<file path="config.mk">
export PLATFORM = sky130hd
export DESIGN_NAME = touch_sample_average_calibrate
export DESIGN_NICKNAME = d
export VERILOG_FILES = /design/src/rtl/tsac_pkg.sv /design/src/rtl/tsac_div.sv /design/src/rtl/tsac_map.sv /design/src/rtl/touch_sample_average_calibrate.sv
export VERILOG_INCLUDE_DIRS = /design/src /design/src/rtl
export SDC_FILE = /design/constraint.sdc
export NUM_CORES = 1
export LEC_CHECK = 0
export BUFFER_PORTS_ARGS = -buffer_cell sky130_fd_sc_hd__buf_2
export CAP_MARGIN = 0
export CORE_ASPECT_RATIO = 1.25
export CORE_MARGIN = 1.5
export CORE_UTILIZATION = 25
export DETAILED_ROUTE_END_ITERATION = 7
export GPL_TIMING_DRIVEN = 0
export HOLD_SLACK_MARGIN = 0.05
export PLACE_DENSITY = 0.42
export SYNTH_ARGS = -nofsm -noshare
export SYNTH_HDL_FRONTEND = slang
export SYNTH_SLANG_ARGS = --single-unit
</file>
<file path="constraint.sdc">
create_clock -name clk -period 10.91 [get_ports clk]
set_clock_uncertainty 0.1 [all_clocks]
set_input_delay 1.6365 -clock clk [delete_from_list [all_inputs] [get_ports clk]]
set_output_delay 1.6365 -clock clk [all_outputs]
set_load 0.02 [all_outputs]
</file>
<file path="src/rtl/touch_sample_average_calibrate_assert.svh">
// ----------------------------------------------------------------------------
// Assertion macros for the touch sample averaging and calibration block.
// Each macro expands to one labelled concurrent assertion.
// ----------------------------------------------------------------------------
`ifndef TOUCH_SAMPLE_AVERAGE_CALIBRATE_ASSERT_SVH
`define TOUCH_SAMPLE_AVERAGE_CALIBRATE_ASSERT_SVH

// The consequent must hold in the same cycle as the antecedent.
`define TSAC_ASSERT_IMP(lbl, clk, rst, ante, cons, msg) \
  lbl: assert property (@(posedge clk) disable iff (rst) (ante) |-> (cons)) \
    else $error(msg);

// The consequent must hold in the cycle after the antecedent.
`define TSAC_ASSERT_NXT(lbl, clk, rst, ante, cons, msg) \
  lbl: assert property (@(posedge clk) disable iff (rst) (ante) |=> (cons)) \
    else $error(msg);

`endif

</file>
<file path="src/rtl/tsac_pkg.sv">
// ----------------------------------------------------------------------------
// tsac_pkg
// Widths, register indexes, mode bits, sequencer states and shared helpers
// for the touch sample averaging and calibration block.
// ----------------------------------------------------------------------------
package tsac_pkg;

  localparam int SAMPLE_W   = 12;
  localparam int SUM_W      = 16;
  localparam int POINT_W    = 10;
  localparam int SIZE_W     = 11;
  localparam int MODE_W     = 5;
  localparam int OFFSET_W   = 8;
  localparam int CFG_ADDR_W = 3;
  localparam int CFG_DATA_W = 12;
  localparam int S_TDATA_W  = 40;
  localparam int M_TDATA_W  = 24;

  localparam int DVD_W     = 24;
  localparam int DVS_W     = 12;
  localparam int DIV_STEPS = 2;

  localparam int MAX_SAMPLES_DEF = 8;
  localparam int OFFSET_X_DEF    = 0;
  localparam int OFFSET_Y_DEF    = 0;

  localparam logic [SIZE_W-1:0] SCREEN_MAX = 11'd1024;

  localparam logic [CFG_ADDR_W-1:0] REG_RAW_MIN_X     = 3'd0;
  localparam logic [CFG_ADDR_W-1:0] REG_RAW_MAX_X     = 3'd1;
  localparam logic [CFG_ADDR_W-1:0] REG_RAW_MIN_Y     = 3'd2;
  localparam logic [CFG_ADDR_W-1:0] REG_RAW_MAX_Y     = 3'd3;
  localparam logic [CFG_ADDR_W-1:0] REG_SCREEN_WIDTH  = 3'd4;
  localparam logic [CFG_ADDR_W-1:0] REG_SCREEN_HEIGHT = 3'd5;
  localparam logic [CFG_ADDR_W-1:0] REG_MIN_PRESSURE  = 3'd6;
  localparam logic [CFG_ADDR_W-1:0] REG_MODE_BITS     = 3'd7;

  localparam logic [SAMPLE_W-1:0] RST_RAW_MIN       = 12'd0;
  localparam logic [SAMPLE_W-1:0] RST_RAW_MAX       = 12'd4095;
  localparam logic [SIZE_W-1:0]   RST_SCREEN_WIDTH  = 11'd320;
  localparam logic [SIZE_W-1:0]   RST_SCREEN_HEIGHT = 11'd240;
  localparam logic [SAMPLE_W-1:0] RST_MIN_PRESSURE  = 12'd0;
  localparam logic [MODE_W-1:0]   RST_MODE_BITS     = 5'd0;

  localparam int MODE_ENABLE = 0;
  localparam int MODE_SWAP   = 1;
  localparam int MODE_INV_X  = 2;
  localparam int MODE_INV_Y  = 3;
  localparam int MODE_FLIP   = 4;

  typedef enum logic [2:0] {
    ST_IDLE,
    ST_AVG_X,
    ST_AVG_Y,
    ST_MUL,
    ST_DIV,
    ST_MAP,
    ST_DONE
  } tsac_state_t;

  typedef struct packed {
    logic busy;
    logic done;
  } div_status_t;

  // Largest screen coordinate of an axis, with the size saturated to 1024.
  function automatic logic [POINT_W-1:0] axis_top(input logic [SIZE_W-1:0] size);
    logic [SIZE_W-1:0] sat;
    sat = (size > SCREEN_MAX) ? SCREEN_MAX : size;
    return POINT_W'(sat - SIZE_W'(1));
  endfunction

endpackage

</file>
<file path="src/rtl/tsac_div.sv">
// ----------------------------------------------------------------------------
// tsac_div
// Shared unsigned restoring divider, two quotient bits per cycle.
// ----------------------------------------------------------------------------
module tsac_div (
  input  logic                        clk,
  input  logic                        rst,
  input  logic                        start,
  input  logic [tsac_pkg::DVD_W-1:0]  dividend,
  input  logic [tsac_pkg::DVS_W-1:0]  divisor,
  output tsac_pkg::div_status_t       status,
  output logic [tsac_pkg::DVD_W-1:0]  quotient
);

  localparam int DVD_W  = tsac_pkg::DVD_W;
  localparam int DVS_W  = tsac_pkg::DVS_W;
  localparam int STEPS  = tsac_pkg::DIV_STEPS;
  localparam int ITERS  = DVD_W / STEPS;
  localparam int ITER_W = $clog2(ITERS);

  logic [DVS_W:0]    rem;
  logic [DVD_W-1:0]  quo;
  logic [DVS_W-1:0]  dvs;
  logic [ITER_W-1:0] iter;
  logic              busy;
  logic              done;
  logic [DVS_W:0]    rem_next;
  logic [DVD_W-1:0]  quo_next;

  always_comb begin
    rem_next = rem;
    quo_next = quo;
    for (int i = 0; i < STEPS; i++) begin
      rem_next = {rem_next[DVS_W-1:0], quo_next[DVD_W-1]};
      quo_next = {quo_next[DVD_W-2:0], 1'b0};
      if (rem_next >= {1'b0, dvs}) begin
        rem_next    = rem_next - {1'b0, dvs};
        quo_next[0] = 1'b1;
      end
    end
  end

  always_ff @(posedge clk) begin
    if (rst) begin
      busy <= 1'b0;
      done <= 1'b0;
    end else begin
      done <= 1'b0;
      if (start) begin
        busy <= 1'b1;
        rem  <= '0;
        quo  <= dividend;
        dvs  <= divisor;
        iter <= ITER_W'(ITERS - 1);
      end else if (busy) begin
        rem <= rem_next;
        quo <= quo_next;
        if (iter == '0) begin
          busy <= 1'b0;
          done <= 1'b1;
        end else begin
          iter <= iter - ITER_W'(1);
        end
      end
    end
  end

  assign status.busy = busy;
  assign status.done = done;
  assign quotient    = quo;

endmodule

</file>
<file path="src/rtl/tsac_map.sv">
// ----------------------------------------------------------------------------
// tsac_map
// Finishes one axis: clamps the scaled quotient, inverts, adds the offset,
// clamps again and flips.
// ----------------------------------------------------------------------------
module tsac_map (
  input  logic [tsac_pkg::DVD_W-1:0]           quotient,
  input  logic                                 neg,
  input  logic                                 lo_eq_hi,
  input  logic [tsac_pkg::SIZE_W-1:0]          size,
  input  logic                                 inv,
  input  logic                                 flip,
  input  logic signed [tsac_pkg::OFFSET_W-1:0] offset,
  output logic [tsac_pkg::POINT_W-1:0]         point
);

  localparam int POINT_W  = tsac_pkg::POINT_W;
  localparam int DVD_W    = tsac_pkg::DVD_W;
  localparam int OFFSET_W = tsac_pkg::OFFSET_W;
  localparam int SUM_S_W  = POINT_W + 2;

  logic [POINT_W-1:0]        top;
  logic [POINT_W-1:0]        scaled;
  logic [POINT_W-1:0]        shifted;
  logic signed [SUM_S_W-1:0] sum_s;
  logic signed [SUM_S_W-1:0] top_s;

  always_comb begin
    top = tsac_pkg::axis_top(size);
    priority if (lo_eq_hi || neg) begin
      scaled = '0;
    end else if (quotient > DVD_W'(top)) begin
      scaled = top;
    end else begin
      scaled = quotient[POINT_W-1:0];
    end
    if (inv && !lo_eq_hi) begin
      scaled = top - scaled;
    end
    sum_s = $signed({2'b00, scaled})
          + $signed({{(SUM_S_W - OFFSET_W){offset[OFFSET_W-1]}}, offset});
    top_s = $signed({2'b00, top});
    priority if (sum_s < 0) begin
      shifted = '0;
    end else if (sum_s > top_s) begin
      shifted = top;
    end else begin
      shifted = sum_s[POINT_W-1:0];
    end
    if (size == '0) begin
      point = '0;
    end else if (flip) begin
      point = top - shifted;
    end else begin
      point = shifted;
    end
  end

endmodule

</file>
<file path="src/rtl/touch_sample_average_calibrate.sv">
// ----------------------------------------------------------------------------
// touch_sample_average_calibrate
// Averages qualifying raw touch samples of a burst and maps the mean point
// linearly onto screen coordinates.
// ----------------------------------------------------------------------------
// Raw samples arrive on the s_axis channel, one per transfer, with tlast on
// the final sample of a burst. A touched sample that meets the pressure
// threshold while fewer than MAX_SAMPLES are summed is added to the running
// sums; a non-final sample leaves the block idle. The final sample gives one
// transfer on m_axis: tuser high with the new point when samples qualified
// and the block is enabled, otherwise tuser low with the held point.
// A pressed burst runs two averaging divisions and, per axis, one multiply,
// one scaling division unless the raw span of that axis is empty, and one
// finishing step; the divisions share a single divider that produces two
// quotient bits a cycle. The result is loaded from the done state into the
// output register once that register is free, as the block returns to idle
// to take the next sample; a released burst goes from its final sample
// straight to the done state.
// s_axis_tready is low while a burst is worked on and while a finished result
// cannot enter the output register. A stalled receiver holds the result in
// that register; further non-final samples are still taken meanwhile.
// Reset restores the default calibration and clears sums and held point.
// Configuration may only be written while no burst is being worked on.
// ----------------------------------------------------------------------------
`include "touch_sample_average_calibrate_assert.svh"

module touch_sample_average_calibrate #(
  parameter int MAX_SAMPLES = tsac_pkg::MAX_SAMPLES_DEF,
  parameter int OFFSET_X    = tsac_pkg::OFFSET_X_DEF,
  parameter int OFFSET_Y    = tsac_pkg::OFFSET_Y_DEF
) (
  input  logic                              clk,
  input  logic                              rst,
  input  logic                              s_axis_tvalid,
  output logic                              s_axis_tready,
  // sample_x, sample_y, sample_pressure, zero fill
  input  logic [tsac_pkg::S_TDATA_W-1:0]    s_axis_tdata,
  // sample_touched
  input  logic                              s_axis_tuser,
  input  logic                              s_axis_tlast,
  output logic                              m_axis_tvalid,
  input  logic                              m_axis_tready,
  // point_x, point_y, zero fill
  output logic [tsac_pkg::M_TDATA_W-1:0]    m_axis_tdata,
  // pressed
  output logic                              m_axis_tuser,
  input  logic                              cfg_we,
  input  logic [tsac_pkg::CFG_ADDR_W-1:0]   cfg_addr,
  input  logic [tsac_pkg::CFG_DATA_W-1:0]   cfg_wdata
);

  localparam int SAMPLE_W = tsac_pkg::SAMPLE_W;
  localparam int SUM_W    = tsac_pkg::SUM_W;
  localparam int POINT_W  = tsac_pkg::POINT_W;
  localparam int SIZE_W   = tsac_pkg::SIZE_W;
  localparam int MODE_W   = tsac_pkg::MODE_W;
  localparam int OFFSET_W = tsac_pkg::OFFSET_W;
  localparam int DVD_W    = tsac_pkg::DVD_W;
  localparam int DVS_W    = tsac_pkg::DVS_W;
  localparam int CNT_W    = $clog2(MAX_SAMPLES + 1);
  localparam int DIFF_W   = SAMPLE_W + 1;
  localparam int PROD_W   = DIFF_W + POINT_W + 1;
  localparam int FILL_W   = tsac_pkg::M_TDATA_W - 2 * POINT_W;

  logic [SAMPLE_W-1:0] raw_min_x;
  logic [SAMPLE_W-1:0] raw_max_x;
  logic [SAMPLE_W-1:0] raw_min_y;
  logic [SAMPLE_W-1:0] raw_max_y;
  logic [SIZE_W-1:0]   screen_width;
  logic [SIZE_W-1:0]   screen_height;
  logic [SAMPLE_W-1:0] min_pressure;
  logic [MODE_W-1:0]   mode_bits;

  tsac_pkg::tsac_state_t state;
  tsac_pkg::tsac_state_t state_next;

  logic [SUM_W-1:0]    sum_x;
  logic [SUM_W-1:0]    sum_y;
  logic [CNT_W-1:0]    count;
  logic [SUM_W-1:0]    sum_x_next;
  logic [SUM_W-1:0]    sum_y_next;
  logic [CNT_W-1:0]    count_next;
  logic [POINT_W-1:0]  held_x;
  logic [POINT_W-1:0]  held_y;
  logic [SAMPLE_W-1:0] avg_x;
  logic [SAMPLE_W-1:0] avg_y;
  logic                pressed;
  logic                axis_sel;
  logic [DVD_W-1:0]    prod_mag;
  logic [DVS_W-1:0]    den_mag;
  logic                neg;
  logic                lo_eq_hi;

  logic [SAMPLE_W-1:0] sample_x;
  logic [SAMPLE_W-1:0] sample_y;
  logic [SAMPLE_W-1:0] sample_pressure;
  logic                s_fire;
  logic                qual;
  logic                out_free;
  logic                out_load;
  logic                enabled;

  logic [SAMPLE_W-1:0]      cur_raw;
  logic [SAMPLE_W-1:0]      cur_lo;
  logic [SAMPLE_W-1:0]      cur_hi;
  logic [SIZE_W-1:0]        cur_size;
  logic                     cur_inv;
  logic signed [OFFSET_W-1:0] cur_offset;
  logic signed [DIFF_W-1:0] diff;
  logic signed [DIFF_W-1:0] den;
  logic signed [DIFF_W-1:0] den_abs;
  logic signed [PROD_W-1:0] prod;
  logic signed [PROD_W-1:0] prod_abs;
  logic                     cur_lo_eq_hi;
  logic [POINT_W-1:0]       map_point;

  logic                  div_start;
  logic [DVD_W-1:0]      div_dividend;
  logic [DVS_W-1:0]      div_divisor;
  tsac_pkg::div_status_t div_stat;
  logic [DVD_W-1:0]      div_quotient;

  assign sample_x        = s_axis_tdata[SAMPLE_W-1:0];
  assign sample_y        = s_axis_tdata[2*SAMPLE_W-1:SAMPLE_W];
  assign sample_pressure = s_axis_tdata[3*SAMPLE_W-1:2*SAMPLE_W];
  assign s_fire          = s_axis_tvalid && s_axis_tready;
  assign out_free        = !m_axis_tvalid || m_axis_tready;
  assign enabled         = mode_bits[tsac_pkg::MODE_ENABLE];

  always_comb begin
    qual = s_axis_tuser && (sample_pressure >= min_pressure)
        && (count < CNT_W'(MAX_SAMPLES));
    if (qual) begin
      sum_x_next = sum_x + SUM_W'(sample_x);
      sum_y_next = sum_y + SUM_W'(sample_y);
      count_next = count + CNT_W'(1);
    end else begin
      sum_x_next = sum_x;
      sum_y_next = sum_y;
      count_next = count;
    end
  end

  always_comb begin
    if (axis_sel) begin
      cur_raw    = mode_bits[tsac_pkg::MODE_SWAP] ? avg_x : avg_y;
      cur_lo     = raw_min_y;
      cur_hi     = raw_max_y;
      cur_size   = screen_height;
      cur_inv    = mode_bits[tsac_pkg::MODE_INV_Y];
      cur_offset = OFFSET_W'(OFFSET_Y);
    end else begin
      cur_raw    = mode_bits[tsac_pkg::MODE_SWAP] ? avg_y : avg_x;
      cur_lo     = raw_min_x;
      cur_hi     = raw_max_x;
      cur_size   = screen_width;
      cur_inv    = mode_bits[tsac_pkg::MODE_INV_X];
      cur_offset = OFFSET_W'(OFFSET_X);
    end
    diff         = $signed({1'b0, cur_raw}) - $signed({1'b0, cur_lo});
    den          = $signed({1'b0, cur_hi}) - $signed({1'b0, cur_lo});
    den_abs      = den[DIFF_W-1] ? -den : den;
    prod         = PROD_W'(diff)
                 * PROD_W'($signed({1'b0, tsac_pkg::axis_top(cur_size)}));
    prod_abs     = prod[PROD_W-1] ? -prod : prod;
    cur_lo_eq_hi = (cur_lo == cur_hi);
  end

  always_comb begin
    state_next = state;
    unique case (state)
      tsac_pkg::ST_IDLE: begin
        if (s_fire && s_axis_tlast) begin
          state_next = (enabled && count_next != '0) ? tsac_pkg::ST_AVG_X
                                                     : tsac_pkg::ST_DONE;
        end
      end
      tsac_pkg::ST_AVG_X: begin
        if (div_stat.done) begin
          state_next = tsac_pkg::ST_AVG_Y;
        end
      end
      tsac_pkg::ST_AVG_Y: begin
        if (div_stat.done) begin
          state_next = tsac_pkg::ST_MUL;
        end
      end
      tsac_pkg::ST_MUL: begin
        state_next = cur_lo_eq_hi ? tsac_pkg::ST_MAP : tsac_pkg::ST_DIV;
      end
      tsac_pkg::ST_DIV: begin
        if (div_stat.done) begin
          state_next = tsac_pkg::ST_MAP;
        end
      end
      tsac_pkg::ST_MAP: begin
        state_next = axis_sel ? tsac_pkg::ST_DONE : tsac_pkg::ST_MUL;
      end
      tsac_pkg::ST_DONE: begin
        if (out_free) begin
          state_next = tsac_pkg::ST_IDLE;
        end
      end
      default: begin
        state_next = tsac_pkg::ST_IDLE;
      end
    endcase
  end

  always_comb begin
    s_axis_tready = (state == tsac_pkg::ST_IDLE);
    out_load      = (state == tsac_pkg::ST_DONE) && out_free;
    div_start     = 1'b0;
    div_dividend  = prod_mag;
    div_divisor   = den_mag;
    unique case (state)
      tsac_pkg::ST_AVG_X: begin
        div_start    = !div_stat.busy && !div_stat.done;
        div_dividend = DVD_W'(sum_x);
        div_divisor  = DVS_W'(count);
      end
      tsac_pkg::ST_AVG_Y: begin
        div_start    = !div_stat.busy && !div_stat.done;
        div_dividend = DVD_W'(sum_y);
        div_divisor  = DVS_W'(count);
      end
      tsac_pkg::ST_DIV: begin
        div_start = !div_stat.busy && !div_stat.done;
      end
      default: begin
        div_start = 1'b0;
      end
    endcase
  end

  always_ff @(posedge clk) begin
    if (rst) begin
      raw_min_x     <= tsac_pkg::RST_RAW_MIN;
      raw_max_x     <= tsac_pkg::RST_RAW_MAX;
      raw_min_y     <= tsac_pkg::RST_RAW_MIN;
      raw_max_y     <= tsac_pkg::RST_RAW_MAX;
      screen_width  <= tsac_pkg::RST_SCREEN_WIDTH;
      screen_height <= tsac_pkg::RST_SCREEN_HEIGHT;
      min_pressure  <= tsac_pkg::RST_MIN_PRESSURE;
      mode_bits     <= tsac_pkg::RST_MODE_BITS;
    end else if (cfg_we) begin
      unique case (cfg_addr)
        tsac_pkg::REG_RAW_MIN_X:     raw_min_x     <= cfg_wdata[SAMPLE_W-1:0];
        tsac_pkg::REG_RAW_MAX_X:     raw_max_x     <= cfg_wdata[SAMPLE_W-1:0];
        tsac_pkg::REG_RAW_MIN_Y:     raw_min_y     <= cfg_wdata[SAMPLE_W-1:0];
        tsac_pkg::REG_RAW_MAX_Y:     raw_max_y     <= cfg_wdata[SAMPLE_W-1:0];
        tsac_pkg::REG_SCREEN_WIDTH:  screen_width  <= cfg_wdata[SIZE_W-1:0];
        tsac_pkg::REG_SCREEN_HEIGHT: screen_height <= cfg_wdata[SIZE_W-1:0];
        tsac_pkg::REG_MIN_PRESSURE:  min_pressure  <= cfg_wdata[SAMPLE_W-1:0];
        tsac_pkg::REG_MODE_BITS:     mode_bits     <= cfg_wdata[MODE_W-1:0];
      endcase
    end
  end

  always_ff @(posedge clk) begin
    if (rst) begin
      state         <= tsac_pkg::ST_IDLE;
      sum_x         <= '0;
      sum_y         <= '0;
      count         <= '0;
      held_x        <= '0;
      held_y        <= '0;
      pressed       <= 1'b0;
      axis_sel      <= 1'b0;
      m_axis_tvalid <= 1'b0;
    end else begin
      state <= state_next;
      if (s_fire) begin
        sum_x   <= sum_x_next;
        sum_y   <= sum_y_next;
        count   <= count_next;
        pressed <= enabled && (count_next != '0);
      end
      if (state == tsac_pkg::ST_AVG_X && div_stat.done) begin
        avg_x <= div_quotient[SAMPLE_W-1:0];
      end
      if (state == tsac_pkg::ST_AVG_Y && div_stat.done) begin
        avg_y    <= div_quotient[SAMPLE_W-1:0];
        axis_sel <= 1'b0;
      end
      if (state == tsac_pkg::ST_MUL) begin
        prod_mag <= DVD_W'(prod_abs);
        den_mag  <= den_abs[DVS_W-1:0];
        neg      <= diff[DIFF_W-1] ^ den[DIFF_W-1];
        lo_eq_hi <= cur_lo_eq_hi;
      end
      if (state == tsac_pkg::ST_MAP) begin
        if (axis_sel) begin
          held_y <= map_point;
        end else begin
          held_x <= map_point;
        end
        axis_sel <= 1'b1;
      end
      if (out_load) begin
        m_axis_tvalid <= 1'b1;
        m_axis_tdata  <= {{FILL_W{1'b0}}, held_y, held_x};
        m_axis_tuser  <= pressed;
        sum_x         <= '0;
        sum_y         <= '0;
        count         <= '0;
      end else if (m_axis_tready) begin
        m_axis_tvalid <= 1'b0;
      end
    end
  end

  tsac_div u_div (
    .clk      (clk),
    .rst      (rst),
    .start    (div_start),
    .dividend (div_dividend),
    .divisor  (div_divisor),
    .status   (div_stat),
    .quotient (div_quotient)
  );

  tsac_map u_map (
    .quotient (div_quotient),
    .neg      (neg),
    .lo_eq_hi (lo_eq_hi),
    .size     (cur_size),
    .inv      (cur_inv),
    .flip     (mode_bits[tsac_pkg::MODE_FLIP]),
    .offset   (cur_offset),
    .point    (map_point)
  );

  `TSAC_ASSERT_IMP(a_count_bound, clk, rst, state == tsac_pkg::ST_IDLE,
                   count <= CNT_W'(MAX_SAMPLES), "sample count above limit")

  `TSAC_ASSERT_IMP(a_start_idle, clk, rst, div_start, !div_stat.busy,
                   "divider started while busy")

  `TSAC_ASSERT_IMP(a_map_idle, clk, rst, state == tsac_pkg::ST_MAP,
                   !div_stat.busy, "axis finished while divider busy")

  `TSAC_ASSERT_NXT(a_result_load, clk, rst, out_load,
                   m_axis_tvalid && state == tsac_pkg::ST_IDLE,
                   "result not presented after burst end")

endmodule

</file>
**After elaboration in Yosys (flattened, before gate mapping)**

Cells that the tools add are included.

- Add/subtract/negate cells: 13
- Multipliers: 1
- Div/mod/pow operators: 0
- $lt $le $gt $ge: 8
- Equal/unequal tests: 20
- Shift operators: 0
- Mux-type cells: 47
- Bitwise gates (word level): 4
- Reductions and logical operators: 47

Operator list:

| cell | number |
|---|---|
| 12-bit 2-to-1 mux | 9 |
| 10-bit 2-to-1 mux | 8 |
| 24-bit 2-to-1 mux | 2 |
| 24-bit one-hot mux with 2 select lines | 1 |
| 2-bit AND reduction | 17 |
| 16-bit by 12-bit adder with 16-bit output | 2 |
| 13-bit by 12-bit >= comparator with 1-bit output | 2 |
| 12-bit by 12-bit subtractor with 13-bit output | 2 |
| 24-bit by 10-bit > comparator with 1-bit output | 1 |
| 13-bit by 11-bit multiplier with 24-bit output | 1 |
| 24-bit negator | 1 |
| 12-bit subtractor | 2 |
| 23-bit 2-to-1 mux | 1 |
| 3-bit equality test, second input constant | 7 |
| 3-bit 2-to-1 mux | 7 |
| 3-bit one-hot mux with 7 select lines | 1 |
| 10-bit subtractor | 2 |
| 4-bit 2-to-1 mux | 4 |
| 1-bit 2-to-1 mux | 13 |
| 12-bit equality test | 1 |
| 3-bit by 2-bit equality test with 1-bit output, second input constant | 4 |
| 12-bit >= comparator | 1 |
| 12-bit negator | 1 |
| 11-bit > comparator, second input constant | 1 |
| other kinds (24) | 49 |

- Bits in registers: 286
- Bits in latches: 0
- RAM bits: 0
- Memory bits (read-only): 0
- Input port bits: 62
- Output and inout bits: 27
- Word-level logic and storage cells: 173
- Memories: 0

**Depth between registers and ports, before layout**

- Depth in word-level cells: 15
- Mapped depth: 55

**Modules after synthesis**

From an unflattened synthesis, not the netlist that was laid out.

- Cells, all modules: 2760
- Area, all modules: 24213.2 um2

Modules (own cells, without submodules):

| module | instances | cells an instance | area each (um2) |
|---|---|---|---|
| touch_sample_average_calibrate | 1 | 2035 | 17744.5 |
| tsac_div | 1 | 333 | 3677.3 |
| tsac_map | 1 | 392 | 2791.4 |

**Worst setup path before layout**

OpenSTA, ideal clock, no wires.

- Kind: reg-to-reg
- Start point: register axis_sel
- End point: register held_y[9]
- Setup time: 125 ps
- Arrival time: 10318 ps
- Data required time: 10685 ps
- Slack: 367 ps
- Stages on the path, launching flop included: 47
- Clock period less this slack: 10543 ps
- Path through: dfxtp_1 -> buf_2 -> buf_2 -> buf_1 -> buf_1 -> mux2_2 -> nand2_1 -> ha_1 -> or3b_2 -> o21ai_0 -> o21bai_1 -> a21oi_1 -> clkbuf_1 -> ha_1 -> nand4bb_1 -> or3_1 -> a21oi_1 -> a21oi_1 -> [... 11 more ...] -> nand4_1 -> o21a_1 -> a21oi_1 -> clkbuf_1 -> clkbuf_1 -> nor2_1 -> a21oi_1 -> ha_1 -> nor2b_1 -> o21ai_0 -> a21oi_1 -> o41a_1 -> a21o_1 -> a21oi_1 -> nor3_1 -> a22o_1 -> a211oi_2 -> o21ai_0

- Word-level cells in the longest chain between the ends: 15
- Elaborated cells between the ends (all ways): 20

Ends and longest elaborated chain:

| item | RTL line | text |
|---|---|---|
| from (decl) | touch_sample_average_calibrate.sv:88 | `logic axis_sel;` |
| from (signal assigned) | touch_sample_average_calibrate.sv:269 | `axis_sel <= 1'b0;` |
| from (signal assigned) | touch_sample_average_calibrate.sv:284 | `axis_sel <= 1'b0;` |
| from (signal assigned) | touch_sample_average_calibrate.sv:298 | `axis_sel <= 1'b1;` |
| 11-bit 2-to-1 mux | touch_sample_average_calibrate.sv:145 | `if (axis_sel) begin` |
| 11-bit > comparator | tsac_pkg.sv:69 | `sat = (size > SCREEN_MAX) ? SCREEN_MAX : size;` |
| 10-bit 2-to-1 mux | tsac_pkg.sv:69 |  |
| 10-bit by 1-bit subtractor with 10-bit output | tsac_pkg.sv:70 | `return POINT_W'(sat - SIZE_W'(1));` |
| 24-bit by 10-bit > comparator with 1-bit output | tsac_map.sv:32 | `end else if (quotient > DVD_W'(top)) begin` |
| 10-bit 2-to-1 mux | tsac_map.sv:32 |  |
| 10-bit 2-to-1 mux | tsac_map.sv:30 | `priority if (lo_eq_hi \|\| neg) begin` |
| 10-bit subtractor | tsac_map.sv:38 | `scaled = top - scaled;` |
| 10-bit 2-to-1 mux | tsac_map.sv:37 | `if (inv && !lo_eq_hi) begin` |
| 10-bit > comparator | tsac_map.sv:45 | `end else if (sum_s > top_s) begin` |
| 10-bit 2-to-1 mux | tsac_map.sv:45 |  |
| 10-bit 2-to-1 mux | tsac_map.sv:43 | `priority if (sum_s < 0) begin` |
| 10-bit subtractor | tsac_map.sv:53 | `point = top - shifted;` |
| 10-bit 2-to-1 mux | tsac_map.sv:52 | `end else if (flip) begin` |
| 10-bit 2-to-1 mux | tsac_map.sv:50 | `if (size == '0) begin` |
| to (signal assigned) | touch_sample_average_calibrate.sv:294 | `held_y <= map_point;` |
| to (decl) | touch_sample_average_calibrate.sv:84 | `logic [POINT_W-1:0] held_y;` |

Several ways; a longest one is shown, not always the timed one.
A chain may end at the register's enable or synchronous reset.

**Final worst setup path**

- Start point: register screen_height[3]
- End point: register held_y[9]

- Word-level cells in the longest chain between the ends: 15
- Elaborated cells between the ends (all ways): 17

Ends and longest elaborated chain:

| item | RTL line | text |
|---|---|---|
| from (decl) | touch_sample_average_calibrate.sv:70 | `logic [SIZE_W-1:0] screen_height;` |
| from (signal assigned) | touch_sample_average_calibrate.sv:243 | `screen_height <= tsac_pkg::RST_SCREEN_HEIGHT;` |
| from (signal assigned) | touch_sample_average_calibrate.sv:253 | `tsac_pkg::REG_SCREEN_HEIGHT: screen_height <= cfg_wdata[SIZE_W-1:0];` |
| 11-bit 2-to-1 mux * | touch_sample_average_calibrate.sv:145 |  |
| 11-bit > comparator | tsac_pkg.sv:69 |  |
| 10-bit 2-to-1 mux | tsac_pkg.sv:69 |  |
| 10-bit by 1-bit subtractor with 10-bit output | tsac_pkg.sv:70 |  |
| 24-bit by 10-bit > comparator with 1-bit output | tsac_map.sv:32 |  |
| 10-bit 2-to-1 mux | tsac_map.sv:32 |  |
| 10-bit 2-to-1 mux | tsac_map.sv:30 |  |
| 10-bit subtractor | tsac_map.sv:38 |  |
| 10-bit 2-to-1 mux | tsac_map.sv:37 |  |
| 10-bit > comparator | tsac_map.sv:45 |  |
| 10-bit 2-to-1 mux | tsac_map.sv:45 |  |
| 10-bit 2-to-1 mux | tsac_map.sv:43 |  |
| 10-bit subtractor | tsac_map.sv:53 |  |
| 10-bit 2-to-1 mux | tsac_map.sv:52 |  |
| 10-bit 2-to-1 mux * | tsac_map.sv:50 |  |

Mark *: on every way between the ends. The rest lies on a longest branch, timed or not.

==> impl_metrics.json <==
{
  "status": "completed",
  "fp.dieW_um": 272,
  "cts_tree": "done",
  "yosysWarnings": 0,
  "drive_gt1_share_pct": 10.1,
  "rows": 123,
  "crit_path_end_kind": "flop",
  "cellPowerDensity_mw_per_mm2": 364,
  "critPathLaunchType": "flop",
  "grt_usage_pct": 14.9,
  "cp.arrival_ns": 10.73,
  "ys_seq_area_share_pct": 31.4,
  "die_area_mm2": 0.0920,
  "synth_top_area_cell": "edfxtp_1",
  "final_max_slew_viol_count": 0,
  "portBuffers": 73,
  "grt_first_pass_wirelength_um": 106000,
  "fin_crit_sh_pct": 94.8,
  "wl_per_cell_um": 18.0,
  "grt_pass1_vias": 18234,
  "critPathMaxStageDelay_ns": 0.44,
  "finalHoldViolCount": 0,
  "crit_path_max_fanout": 12,
  "total_power_mw": 9.42,
  "min_path_type": "reg -> reg",
  "layout.cells.non_filler": 3856,
  "start_util_pct": 25.1,
  "ys_ff_latch": 286,
  "synth.avg_cell_area_um2": 8.94,
  "tightest_slew_ns": 1.20,
  "fill_cells": 9493,
  "synth_cells": 2523,
  "num_vias": 18165,
  "p_switching_mw": 4.41,
  "numCtsBuffers": 30,
  "clock_latency_ns": 0.61,
  "dieHeight_um": 339,
  "p_leak_nw": 10.6,
  "setup_viol": 0,
  "antenna_found_initial": 3,
  "synth_area_leaders": "edfxtp_1 (18%), dfxtp_1 (13%), fa_1 (11%), ha_1 (10%), nand2_1 (6.0%)",
  "overflow": 0,
  "root_buffer": "clkbuf_16",
  "rsz0062_at_grt": "false",
  "mostFrequentLayoutCells": "nand2_1 (363), nor2_1 (239), inv_1 (238), ha_1 (180), dfxtp_1 (151)",
  "layout_commonest_cell": "nand2_1",
  "dr.pass1.iters": 5,
  "synth_top_area_share_pct": 18.0,
  "clkTransAtPathRegs_ns": 0.07,
  "max-cap-violations": 0,
  "io_pins": 89,
  "comb_power_share_pct": 70.2,
  "routed_wl_um": 69400,
  "irDropWorstVdd_mv": 0.436,
  "ys_types": 97,
  "clockBufferDepth": 3,
  "p_sw_share_pct": 46.8,
  "grt_max_degree": 37,
  "async_flop_share_pct": 0,
  "syn-cell-area_mm2": 0.0226,
  "synth_edf_count": 135,
  "syn2layout_area_growth_pct": 14.7,
  "nets": 3018,
  "max-slew-margin-rel_pct": 19.5,
  "pwr-share-clk_pct": 11.4,
  "worst_path_max_delay_cell": "a2111o_1",
  "h-tree-depth": 1,
  "p_int_mw": 5.01,
  "crit_type": "reg -> reg",
  "synth_ff_type": "dfxtp_1",
  "cts.sinks": 286,
  "diodes": 0,
  "core-area_mm2": 0.0897,
  "ant_nets": 0,
  "seq_area_mm2": 0.00708,
  "place_inst": 3792,
  "drc": 0,
  "max_freq_mhz": 96.7,
  "multi_input_area_mm2": 0.0144,
  "dp.final_hpwl_um": 55800,
  "place_congestion": 0.832,
  "period_needed_ns": 10.34,
  "viasPerCell": 4.71,
  "pwr-share-seq_pct": 18.4,
  "worstPathRequired_ns": 11.30,
  "drtIter0Drc": 1132
}
sequential cells by signal (all words and copies together) (netlist names), 12 cells and up:
name            flops
avg_x              12
avg_y              12
den_mag            12
m_axis_tdata       20
min_pressure       12
prod_mag           24
raw_max_x          12
raw_max_y          12
raw_min_x          12
raw_min_y          12
sum_x              16
sum_y              16
u_div.dvs          12
u_div.quotient     24
u_div.rem          12
metal layers:
metal  up-vias  routed length (µm)  global-route usage (%)
li1       8847                   -                       -
met1      8959               29100                    18.1
met2       293               36600                    27.6
met3        64                2150                    1.31
met4         2                1570                    3.98
met5         -                  13                       0
per-stage QoR:
stage               setup TNS, ns  area (µm²)  utilization, %  hold slack, ns  setup slack [ns]
finish                          0       25900            28.8           0.334             0.572
floorplan                       0       22600               -           0.308             0.367
global route                    0       25900            28.8           0.339           0.00468
CTS                             0       25700            28.6           0.335            0.0352
global placement           -62.37       24400            27.2           0.323             -2.59
detailed placement         -68.59       24500            27.3           0.317             -2.67
power by group through the flow:
stage | registers (mW) | clock network [mW] | logic (mW)
after floorplan | 1.71 | 0 | 5.09
after global placement | 1.76 | 0 | 6.45
after detailed placement | 1.76 | 0 | 6.58
after CTS | 1.74 | 1.11 | 6.65
after global routing | 1.74 | 1.15 | 7.40
final | 1.73 | 1.07 | 6.61
worst max-delay path, delay by kind of cell, from the launching register on:
kind,cells,cell delay [ns]
multiplexers,1,0.21
AO/OA/AOI/OAI,21,3.92
adder cells (fa/ha/maj),6,1.59
buffers and inverters,9,1.45
AND/OR/NAND/NOR,14,2.54
flip-flops,1,0.37
synthesized netlist by cell type, types with 20 or more instances:
master,number
edfxtp_1,135
nor2b_1,29
inv_1,238
clkbuf_1,81
xnor2_1,89
a31oi_1,24
o21a_1,20
a21o_1,41
mux2_2,47
nor3_1,46
nand3_1,86
a21oi_1,140
xor2_1,57
nand2_1,363
nor2_1,240
fa_1,129
ha_1,182
and2_1,26
dfxtp_1,151
o21ai_0,67
mux2i_1,56
logic make-up (layout without fill, tap and decap cells):
family	Yosys count	count (layout)	share of synthesized area [%]
buffers and inverters	342	485	5.88
adder cells (fa/ha/maj)	311	311	21.5
flip-flops	286	286	31.4
multiplexers	103	103	4.83
AO/OA/AOI/OAI	446	446	12.9
XOR/XNOR	147	147	5.78
AND/OR/NAND/NOR	887	887	17.6
other	1	4	0.0166
repair_timing:
| item | 4_1_cts | 5_1_grt |
|---|---|---|
| buffers inserted | 1 | 7 |
| pin swaps | 1 | 6 |
| endpoints found under the setup margin | 43 | 34 |
| resized for setup | 41 | 30 |
| hold buffers | 0 | 0 |
area by class of cell:
cell class | count | share of cell area, %
sequential | 286 | 27.4
inverter | 242 | 3.52
clock inverter | 21 | 0.851
clock buffer | 35 | 3.09
buffer | 100 | 1.89
multi-input combinational | 1898 | 55.6
tap | 1187 | 5.74
timing repair buffer | 87 | 1.94
path summary, 6_finish.rpt:
path / start / depth (start not counted) / slack, ns / to
max: screen_height[3] / 51 / 0.57 / held_y[9]
min: held_x[5] / 0 / 0.33 / m_axis_tdata[5]
max reg2reg: screen_height[3] / 51 / 0.57 / held_y[9]
min reg2reg: held_x[5] / 0 / 0.33 / m_axis_tdata[5]
No activity file was read; power rests on OpenSTA's default activity.
